===== config.mk =====
export PLATFORM = sky130hd
export DESIGN_NAME = nfst_chain
export DESIGN_NICKNAME = d
export VERILOG_FILES = /design/src/rtl/core/nfst_pkg.sv /design/src/rtl/core/nfst_cell.sv /design/src/rtl/core/nfst_chain.sv
export SDC_FILE = /design/constraint.sdc
export NUM_CORES = 1
export LEC_CHECK = 0
export BUFFER_PORTS_ARGS = -buffer_cell sky130_fd_sc_hd__buf_2
export CORE_UTILIZATION = 45
export DETAILED_ROUTE_END_ITERATION = 8
export HOLD_SLACK_MARGIN = 0.15
export PLACE_DENSITY = 0.65
export SETUP_SLACK_MARGIN = 0.15
export SLEW_MARGIN = 20
export SYNTH_ARGS = -nofsm -noshare
export SYNTH_HDL_FRONTEND = slang
export SYNTH_SLANG_ARGS = --single-unit

===== constraint.sdc =====
create_clock -name clk -period 1.9 [get_ports clk]
set_clock_uncertainty 0.2 [all_clocks]
set_input_delay 0.285 -clock clk [delete_from_list [all_inputs] [get_ports clk]]
set_output_delay 0.285 -clock clk [all_outputs]
set_load 0.1 [all_outputs]

===== src/rtl/core/nfst_pkg.sv =====
// ----------------------------------------------------------------------------
// nfst_pkg: shared definitions for the next-fit slot table
// Action codes, controller states, cell control bundle and default sizes.
// ----------------------------------------------------------------------------
`default_nettype none

package nfst_pkg;

  // Default sizes, handed to the top level as parameter defaults.
  localparam int MAX_ROWS_DEF    = 256;
  localparam int VALUE_WIDTH_DEF = 32;

  // Configuration port geometry.
  localparam int          ADDR_W           = 2;
  localparam logic [1:0]  ADDR_ROWS_IN_USE = 2'd0;

  // Actions carried by a request beat.
  typedef enum logic [2:0] {
    ACT_ADD    = 3'd0,
    ACT_REMOVE = 3'd1,
    ACT_GET    = 3'd2,
    ACT_FIRST  = 3'd3,
    ACT_NEXT   = 3'd4,
    ACT_CLEAR  = 3'd5
  } action_t;

  // Controller states.
  typedef enum logic [1:0] {
    ST_IDLE,
    ST_PROBE,
    ST_DONE
  } state_t;

  // Broadcast controls from the controller to every cell of the row.
  typedef struct packed {
    logic load;     // place the search token at the start row
    logic shift;    // move the token one row up
    logic set_hit;  // mark the row holding the token occupied
    logic clr_hit;  // mark the row holding the token free
    logic clr_all;  // free every row
  } cell_ctrl_t;

endpackage

`default_nettype wire


===== src/rtl/core/nfst_cell.sv =====
// ----------------------------------------------------------------------------
// nfst_cell: one row of the slot table
// Holds the row's occupied flag and a search token passed from the row below.
// ----------------------------------------------------------------------------
`default_nettype none

module nfst_cell #(
  parameter int IDX_W = 8,
  parameter int INDEX = 0
) (
  input  wire                      clk,
  input  wire                      rst,
  input  nfst_pkg::cell_ctrl_t     ctrl,
  input  wire  [IDX_W-1:0]         start,
  input  wire                      token_in,
  output logic                     token_out,
  output logic                     free_hit,
  output logic                     used_hit
);

  logic token;
  logic valid;

  // Token: placed by a load at the start row, otherwise handed up the row.
  always_ff @(posedge clk) begin
    if (rst) begin
      token <= 1'b0;
    end else if (ctrl.load) begin
      token <= (start == IDX_W'(INDEX));
    end else if (ctrl.shift) begin
      token <= token_in;
    end
  end

  // Occupied flag: only the row holding the token changes on a hit.
  always_ff @(posedge clk) begin
    if (rst) begin
      valid <= 1'b0;
    end else if (ctrl.clr_all) begin
      valid <= 1'b0;
    end else if (token && ctrl.set_hit) begin
      valid <= 1'b1;
    end else if (token && ctrl.clr_hit) begin
      valid <= 1'b0;
    end
  end

  assign token_out = token;
  assign free_hit  = token & ~valid;
  assign used_hit  = token & valid;

endmodule

`default_nettype wire


===== src/rtl/core/nfst_chain.sv =====
// ----------------------------------------------------------------------------
// nfst_chain: the row of table cells
// Links the cells into a token chain and reports whether the token sits on a
// free or on an occupied row.
// ----------------------------------------------------------------------------
`default_nettype none

module nfst_chain #(
  parameter int ROWS  = 256,
  parameter int IDX_W = 8
) (
  input  wire                      clk,
  input  wire                      rst,
  input  nfst_pkg::cell_ctrl_t     ctrl,
  input  wire  [IDX_W-1:0]         start,
  output logic                     free_any,
  output logic                     used_any
);

  logic [ROWS-1:0] token;
  logic [ROWS-1:0] free_hit;
  logic [ROWS-1:0] used_hit;

  // Row of cells; row 0 has no neighbour below, a wrap reloads the token.
  for (genvar g = 0; g < ROWS; g++) begin : g_row
    logic link_in;
    if (g == 0) begin : g_first
      assign link_in = 1'b0;
    end else begin : g_rest
      assign link_in = token[g-1];
    end

    nfst_cell #(
      .IDX_W (IDX_W),
      .INDEX (g)
    ) u_cell (
      .clk       (clk),
      .rst       (rst),
      .ctrl      (ctrl),
      .start     (start),
      .token_in  (link_in),
      .token_out (token[g]),
      .free_hit  (free_hit[g]),
      .used_hit  (used_hit[g])
    );
  end

  // Only one row holds the token, so a plain OR gives the hit.
  assign free_any = |free_hit;
  assign used_any = |used_hit;

endmodule

`default_nettype wire


# After elaboration in Yosys (flattened, before gate mapping)
# Cells that the tools add are included.
# W data, S select, Z words.
[totals]
out_inout_bits = 2
reg_bits = 512
in_bits = 15
[classes]
reduce_logical = 773
bitwise = 768
muxes = 1024
n_eq_ne = 255
[op_table]
columns = ["cell", "n"]
rows = [
  ["$eq A8 B8 Y1 const B", 128],
  ["$mux W1", 1024],
  ["$reduce_bool A2 Y1", 257],
  ["$and A1 B1 Y1", 512],
  ["$eq A8 B7 Y1 const B", 64],
  ["$logic_and A1 B1 Y1", 512],
  ["$reduce_or A256 Y1", 2],
  ["$eq A8 B6 Y1 const B", 32],
  ["$not A1 Y1", 256],
  ["$eq A8 B5 Y1 const B", 16],
  ["$eq A8 B4 Y1 const B", 8],
  ["$eq A8 B3 Y1 const B", 4],
  ["$eq A8 B2 Y1 const B", 2],
  ["$eq A8 B1 Y1 const B", 1],
  ["$logic_not A8 Y1", 1],
  ["$reduce_or A2 Y1", 1],
]

# Logic depth before layout (Yosys ltp)
# Gate-level depths: netlist of run 1.
[logic_depth]
depth_word = 3
ltp_mapped = 7

# Cells and area by module
# From an unflattened synthesis of run 1, not the netlist that was laid out.
[hier_totals]
hier_cells = 3499
area_unflattened_um2 = 32203.4
[by_module_without_submodules]
columns = ["mod", "seq_area_each_um2", "area_per_inst_um2", "cells_each", "instances"]
rows = [
  ["nfst_cell at g_row[100].u_cell ...", 40.0, 126.4, 13, 40],
  ["nfst_cell at g_row[113].u_cell ...", 40.0, 122.6, 13, 36],
  ["nfst_cell at g_row[108].u_cell ...", 40.0, 120.1, 13, 36],
  ["nfst_cell at g_row[101].u_cell ...", 40.0, 128.9, 13, 32],
  ["nfst_cell at g_row[111].u_cell ...", 40.0, 112.6, 13, 28],
  ["nfst_cell at g_row[0].u_cell ...", 40.0, 123.9, 13, 25],
  ["nfst_cell at g_row[103].u_cell ...", 40.0, 121.4, 13, 16],
  ["nfst_cell at g_row[115].u_cell ...", 40.0, 115.1, 13, 16],
  ["nfst_chain", 0.0, 1104.8, 171, 1],
  ["nfst_cell at g_row[197].u_cell ...", 40.0, 125.1, 13, 8],
  ["nfst_cell at g_row[124].u_cell ...", 40.0, 117.6, 13, 8],
  ["nfst_cell at g_row[127].u_cell ...", 40.0, 110.1, 13, 8],
  ["nfst_cell at g_row[15].u_cell ...", 40.0, 108.9, 13, 2],
  ["nfst_cell at g_row[255].u_cell", 40.0, 107.6, 13, 1],
]

# Worst setup path before layout of run 1
# Ideal clock, no wire load.
[synth_timing]
kind = "reg2out"
from = "reg g_row[68].u_cell.valid"
to = "out free_any"
arrival_ns = 2.204
path_buffers = 0
stages_incl_launch_ff = 6
path_slack_ns = -0.789
cell_sequence = "dfxtp_1 > nand2b_1 > o2111ai_1 > or4_1 > nor4_1 > nand4_1"
[synth_via]
elab_chain_len = 3
[synth_rtl]
columns = ["element", "line", "rtl"]
rows = [
  ["start: declaration", "nfst_cell.sv:22", "logic valid;"],
  ["start signal: assignment", "nfst_cell.sv:38", "valid <= 1'b0;"],
  ["start signal: assignment", "nfst_cell.sv:40", "valid <= 1'b0;"],
  ["start signal: assignment", "nfst_cell.sv:42", "valid <= 1'b1;"],
  ["$not A1 Y1", "nfst_cell.sv:49", "assign free_hit = token & ~valid;"],
  ["$and A1 B1 Y1", "nfst_cell.sv:49", ""],
  ["$reduce_or A256 Y1", "nfst_chain.sv:49", "assign free_any = |free_hit;"],
  ["end: declaration", "nfst_chain.sv:16", "output logic free_any,"],
]
# No other way between the ends.

# Worst setup path in the final report of run 1
[layout_timing]
from = "reg g_row[186].u_cell.valid"
to = "out used_any"
[layout_via]
elab_chain_len = 2
[layout_rtl]
columns = ["element", "line", "rtl"]
rows = [
  ["start: declaration", "nfst_cell.sv:22", ""],
  ["start signal: assignment", "nfst_cell.sv:38", ""],
  ["start signal: assignment", "nfst_cell.sv:40", ""],
  ["start signal: assignment", "nfst_cell.sv:42", ""],
  ["$and A1 B1 Y1", "nfst_cell.sv:50", "assign used_hit = token & valid;"],
  ["$reduce_or A256 Y1", "nfst_chain.sv:50", "assign used_any = |used_hit;"],
  ["end: declaration", "nfst_chain.sv:17", "output logic used_any"],
]
# No other way between the ends.

==> run metrics, run 1 <==
Sequential Power Share 0.435; CP Launch Type register; vias in the first global route between 20k and 30k; clk_lat worst skew roughly 0.62 ns; CP bufs+invs 3; drt initial violations about 2.7k; Final period util 1.69; Core Util, Final 0.614; first drt pass iteration count 7; HP Start start[1]; Via density approximately 6; DP Worst Slack -0.827 ns; Antenna Violating Nets Remaining 0; Longest Clk Path Bufs 3; WP depth 8; kind of critical path reg2out; row count 84; sw power around 6700 uW; max-slew violations 0; final net count around 3.6k; slowest stage cell, crit path dfxtp_2; htree depth 2; area share of the largest cell type after synthesis 0.420; failing checks negative setup slack; Hold WC Path Type in2reg; outcome finished with violations; Pwr per Cell Area 785 mW/mm^2; Syn. warnings 0; final worst slack -1.30 ns; CTS buffer count 56; Clock Pin Slew Worst Setup and Hold Paths around 0.060 ns; Comb pwr share 0.122; WHS Path Cells 5; first-pass GRT wire length 149000 um; placed insts ~4.2k; Synth Register Bits just over 500; IO Port Bufs 16; Final Total Pwr 25600 uW; gr usage total 0.344; core area between 0.05 and 0.06 sq mm; CP cell instances a22o_1, a221oi_2, buf_4, nand4_1, nor4_2, buf_4, nand4_1, buf_12; Initial Utilization 0.460; HPWL after detailed placement around 68000 um; Placement Cell Area roughly 0.030 sq mm; Worst-Margin Slew between 0.9 and 1 ns; die width 235 um; Layout area overhead 33.5%; Critical Path Max Stage Delay 0.32 ns; Synth Instances ~3.1k; total grt overflow 0; leakage 0.0124 uW; die area roughly 0.055 sq mm; Hold Fails Final Rpt 0; Switching Share 0.263; CP top delay family simple AND/OR/NAND/NOR gates; CTS tree built; cell area after synthesis 0.0244 sq mm; Avg Cell Area, Syn 7.92 sq um; Power Internal 18900 uW; layout cell share with drive strength beyond 1 0.234; cells on worst reg2reg path 7; clock root buffer clkbuf_16; fin area about 0.033 sq mm; min Tclk post-route roughly 3.2 ns; crit end category output port; Critical R2R Capture g_row[185].u_cell.token_out; routed vias around 26k; Reg2Reg Setup Slack around 0.26 ns; cell accounting for the most synthesized area dfxtp_1; Slew Limit Headroom 0.375; RSZ-0062 raised after global routing yes; antenna violations before repair 2; I/O pin total 17; total nets after synthesis 3096; clock sink total 512; chip height ~230 um; critical path peak fanout 2; largest net degree at the start of global routing 130; Synth cell types 29; Max Fclk 312 MHz; Reg2Reg Launch Point g_row[184].u_cell.token_out; maximum VDD drop 0.677 mV; # setup viols final 2; Worst Hold End g_row[87].u_cell.token_out; sequential fraction of the synthesis area 0.420; fin cells around 4.3k; Max-Cap Viols 0; Worst Path Arrival 2.72 ns; Residual DRC 0; Clock power frac 0.443; placer congestion estimate ~0.97; drt wl/cell roughly 23 um; Critical Path RT 1.41 ns; Synth area leaders dfxtp_1 42%, nor2_1 8.3%, a22oi_1 7.9%; Detailed Route WL 97500 um
[cells in the final DEF, fill, tap and decap left out, types with 53 or more instances in the layout]
master	netlist	layout
buf_4	0	598
nor2_1	537	532
dfxtp_1	512	494
a21oi_1	306	306
nand2_1	263	262
a22oi_1	257	257
nand2b_1	178	171
inv_1	160	160
a211oi_1	102	101
mux2i_1	100	100
a31oi_1	98	98
a22o_1	64	64
nor3_1	60	57
clkbuf_16	0	57
buf_12	0	57
o2111a_1	53	53
[Yosys cell counts]
master,n
nand2_1,263
a22oi_1,257
nor4_2,1
nand4_1,35
buf_1,10
clkbuf_1,195
a41oi_1,2
a2111oi_0,7
nor2b_1,23
buf_2,28
a22o_1,64
nand3_1,1
nor2_1,537
nor4_1,8
inv_1,160
a31oi_1,98
nand2b_1,178
a21oi_1,306
nor3b_2,1
mux2i_1,100
a221oi_1,64
o2111ai_1,4
nor3_1,60
a211oi_1,102
or2_2,2
dfxtp_1,512
o2111a_1,53
or4_1,1
nor3_2,9
[flip-flops by register name (all words and copies together) (netlist names)]
register	cells
g_row.u_cell.token_out	256
g_row.u_cell.valid	256
[cell families (layout without fill, tap and decap cells)]
group,Yosys count,in the layout,share of synthesized area
flops,512,512,0.420
mux,100,100,0.0410
simple gates,1119,1119,0.204
compound gates,957,957,0.273
buf+inv,393,946,0.0619
other cells,0,2,0
[metrics by stage]
stage                     hold WS, ns  TNS [ns]
after floorplan                 0.266     -1.30
after global placement          0.283     -2.63
after detailed placement        0.287     -3.67
after CTS                       0.173    -20.43
after global routing            0.153     -2.63
final                           0.152     -2.58
[how the worst max path moves through the flow]
stage / startpoint / endpoint
after detailed placement: g_row[14].u_cell.token_out / used_any
after global routing: g_row[68].u_cell.token_out / free_any
after global placement: g_row[12].u_cell.token_out / used_any
after CTS: g_row[108].u_cell.token_out / used_any
final: g_row[186].u_cell.valid / used_any
after floorplan: g_row[120].u_cell.token_out / free_any
[power groups by stage]
stage               combinational [uW]  sequential [uW]  clock (uW)
floorplan                         1460            11400           0
global placement                  2910            11300           0
detailed placement                2950            11300           0
CTS                               3010            11100       11400
global route                      3290            11100       11800
finish                            3130            11100       11300
[cell type report]
cell class,instances,area (sq um)
antenna,2,5.00
clock buffer,78,1620
clock inverter,23,273
fill,4573,20500
inverter,160,601
multi-input combinational,2176,13000
sequential,512,10300
tap,688,861
timing repair buffer,685,5920
[metal layers]
layer	vias up	part of all wire	global-route usage	routed length [um]
met5	-	0	0	0
met4	0	0.058	0.188	5630
met3	313	0.089	0.0535	8720
met2	1388	0.44	0.541	43100
met1	12500	0.41	0.452	40100
li1	12000	-	-	-
[worst register-to-register path, delay by kind of cell, from the launching register on]
kind            cells  cell delay, ns
compound gates      3            0.57
buf+inv             4            0.45
flops               1            0.33
[what timing repair did]
| item | CTS | global route |
|---|---|---|
| pin swaps | 3 | 16 |
| buffers inserted | 0 | 1 |
| endpoints found under the hold margin | 139 | 0 |
| hold buffers | 14 | 0 |
| gates resized for setup | 25 | 46 |
| setup endpoints to repair | 2 | 251 |
No activity file was read; power rests on OpenSTA's default activity.
==> run 2, diff against run 1 <==
CAP_MARGIN = 0   (was not set)
PLACE_DENSITY = 0.63   (was 0.65)
clock period = 3.67 ns   (was 1.9 ns; I/O delays follow)
==> run 2 against run 1 <==
  * The flow now finishes without violations
  * Sequential power decreased by 48%
  * Combinational power decreased by 60%
  * Cell area shrank 14%
  * Die area unchanged
  * First-iteration DRC count increased by 2.1%
  * Count of clock-buffer cells in the layout up 4
  * Final cell count shrank 13%
  * Critical endpoint is now free_any
  * Highest routed layer is now met5
==> run metrics, run 2 (synthesis results as in run 1) <==
CP Launch Type register; Pwr per Cell Area 465 mW/mm^2 (-41%); leakage 0.00930 uW (-25%); Hold Fails Final Rpt 0 (unchanged); Residual DRC 0 (unchanged); drt wl/cell 23.8 um (+5.5%); Clock Pin Slew Worst Setup and Hold Paths 0.07 ns (about the same); Max-Cap Viols 0 (unchanged); Detailed Route WL 89400 um (-8.3%); crit path from g_row[176].u_cell.token_out; Max Fclk approximately 280 MHz; I/O pin total 17 (unchanged); Reg2Reg Setup Slack 2.02 ns (+1.76 ns); die area 0.0552 sq mm (unchanged); total grt overflow 0 (unchanged); CTS buffer count 55 (-1.8%); fill cell count 4958 (+8.4%); area of the multi-input gates 0.0131 sq mm (+0.40%); placer congestion estimate 0.943 (-2.3%); row count 84 (unchanged); cells on worst reg2reg path 4 (-3); core area 0.0531 sq mm (unchanged); first-pass GRT wire length 135000 um (-9.0%); vias in the first global route 21.8k (-13%); CP bufs+invs 2 (-1); Layout area overhead 14.6%; # setup viols final 0 (-2); placed insts 3647 (-13%); max-slew violations 0 (unchanged); Antenna Violating Nets Remaining 0 (unchanged); first drt pass iteration count 6 (-1); Core Util, Final 0.527 (-0.0866); Initial Utilization 0.460 (unchanged); min Tclk post-route ~3.6 ns; Hold WC Path Type in2reg; most frequent cell on the critical path nand4_1; layout cell share with drive strength beyond 1 0.0961 (-0.138); clock sink total 512 (unchanged); maximum VDD drop 0.326 mV (-52%); DP Worst Slack -0.163 ns (+0.665 ns); CP cell instances nor2b_4, a2111oi_4, nand4_1, nor4_4, nand4_1, buf_4, buf_12; RSZ-0062 raised after global routing yes; die width 235 um (unchanged); Critical R2R Capture g_row[198].u_cell.token_out; slowest stage cell, crit path nor4_4; final net count 3046 (-16%); gr usage total 0.314 (-0.0295); clk_lat worst skew 0.63 ns (about the same); final worst slack 0.109 ns (+1.41 ns); chip height 235 um (unchanged); commonest non-fill, non-tap cells in the layout 532 x nor2_1, 486 x dfxtp_1, 306 x a21oi_1, 263 x nand2_1, 257 x a22oi_1; HPWL after detailed placement 58800 um (-13%); Critical Path RT 2.92 ns (+1.51 ns); Critical Path Max Stage Delay 0.51 ns (+0.19 ns); outcome complete, no violations; register area 0.0103 sq mm (+0.37%); Reg2Reg Launch Point g_row[197].u_cell.token_out; Placement Cell Area 0.0255 sq mm (-16%); Final period util 0.970; Worst-Margin Slew 1.05 ns (+0.112 ns); routed vias 23.7k (-9.5%); kind of critical path reg2out; CTS tree built; fin cells 3759 (-13%); drt initial violations 2715 (+2.1%); crit end category output port; Final Total Pwr 13000 uW (-49%); largest net degree at the start of global routing 114 (-12%); WP depth 7 (-1); Worst Path Arrival 2.81 ns (+0.09 ns); critical path peak fanout 4 (+2); CP top delay family simple AND/OR/NAND/NOR gates; WHS Path Cells 3 (-2); clock root buffer clkbuf_16; end of the critical path free_any; htree depth 2 (unchanged); antenna violations before repair 6 (+4); fin area 0.0280 sq mm (-14%); most common cell after layout, fill and taps aside nor2_1; Via density 6.32 (+4.1%); Slew Limit Headroom 0.298 (-0.0773); IO Port Bufs 16 (unchanged); Longest Clk Path Bufs 3 (unchanged)
-- run 2: cell types whose count changed in the layout (fill, tap and decap cells not counted), sizes merged --
cell          before  now
buf              669  120
bufinv             6    8
clkbuf            82   85
clkinv            14    5
clkinvlp           3    1
diode              2    1
dlygate4sd3        8    3
dlymetal6s4s       4    0
-- run 2: final cells by class --
type | instances | share of cell area
Tap cell | 688 | 0.0308
Sequential cell | 512 | 0.369
Clock buffer | 82 | 0.0583
Clock inverter | 14 | 0.00975
Antenna cell | 1 | 0.0000894
Multi-Input combinational cell | 2176 | 0.467
Timing Repair Buffer | 126 | 0.0437
Inverter | 160 | 0.0215
-- run 2: stage by stage --
stage	hold slack (ns)	TNS, ns
final	0.216	0
after global routing	0.230	0
after detailed placement	0.302	-0.163
after CTS	0.197	0
after floorplan	0.278	0
after global placement	0.292	-0.726
-- run 2: per-layer routing --
layer | vias up | routed length (um) | global-route usage
met5 | - | 66 | 0
met4 | 10 | 4170 | 0.146
met3 | 213 | 9130 | 0.0672
met2 | 1186 | 38600 | 0.475
met1 | 11500 | 37400 | 0.427
li1 | 10900 | - | -
-- run 2: worst reg2reg max path: cells and delay by family, from the launching register on --
family | cells | cell delay [ns]
buffers and inverters | 1 | 0.08
flip-flops | 1 | 0.51
AO/OA/AOI/OAI | 3 | 0.71
-- run 2: power breakdown --
group / switching, uW / internal (uW) / total [uW]
registers: 146 / 5660 / 5810
clock network: 2350 / 3600 / 5950
logic: 852 / 384 / 1240
total: 3350 / 9650 / 13000
-- run 2: worst min-delay path by stage --
stage / from / end / slack, ns
4_1_cts: ctrl[4] / g_row[17].u_cell.token_out / 0.20
5_1_grt: ctrl[4] / g_row[50].u_cell.token_out / 0.23
3_3_place_gp: g_row[195].u_cell.valid / g_row[195].u_cell.valid / 0.29
3_5_place_dp: g_row[74].u_cell.valid / g_row[74].u_cell.valid / 0.30
2_1_floorplan: g_row[118].u_cell.valid / g_row[118].u_cell.valid / 0.28
6_report: ctrl[4] / g_row[17].u_cell.token_out / 0.22
-- run 2: repair_timing --
item	CTS	global route
buffers inserted	3	9
hold endpoints to repair	2	0
setup endpoints to repair	2	2
resized for setup	75	33
pin swaps	18	15
hold buffers	3	0
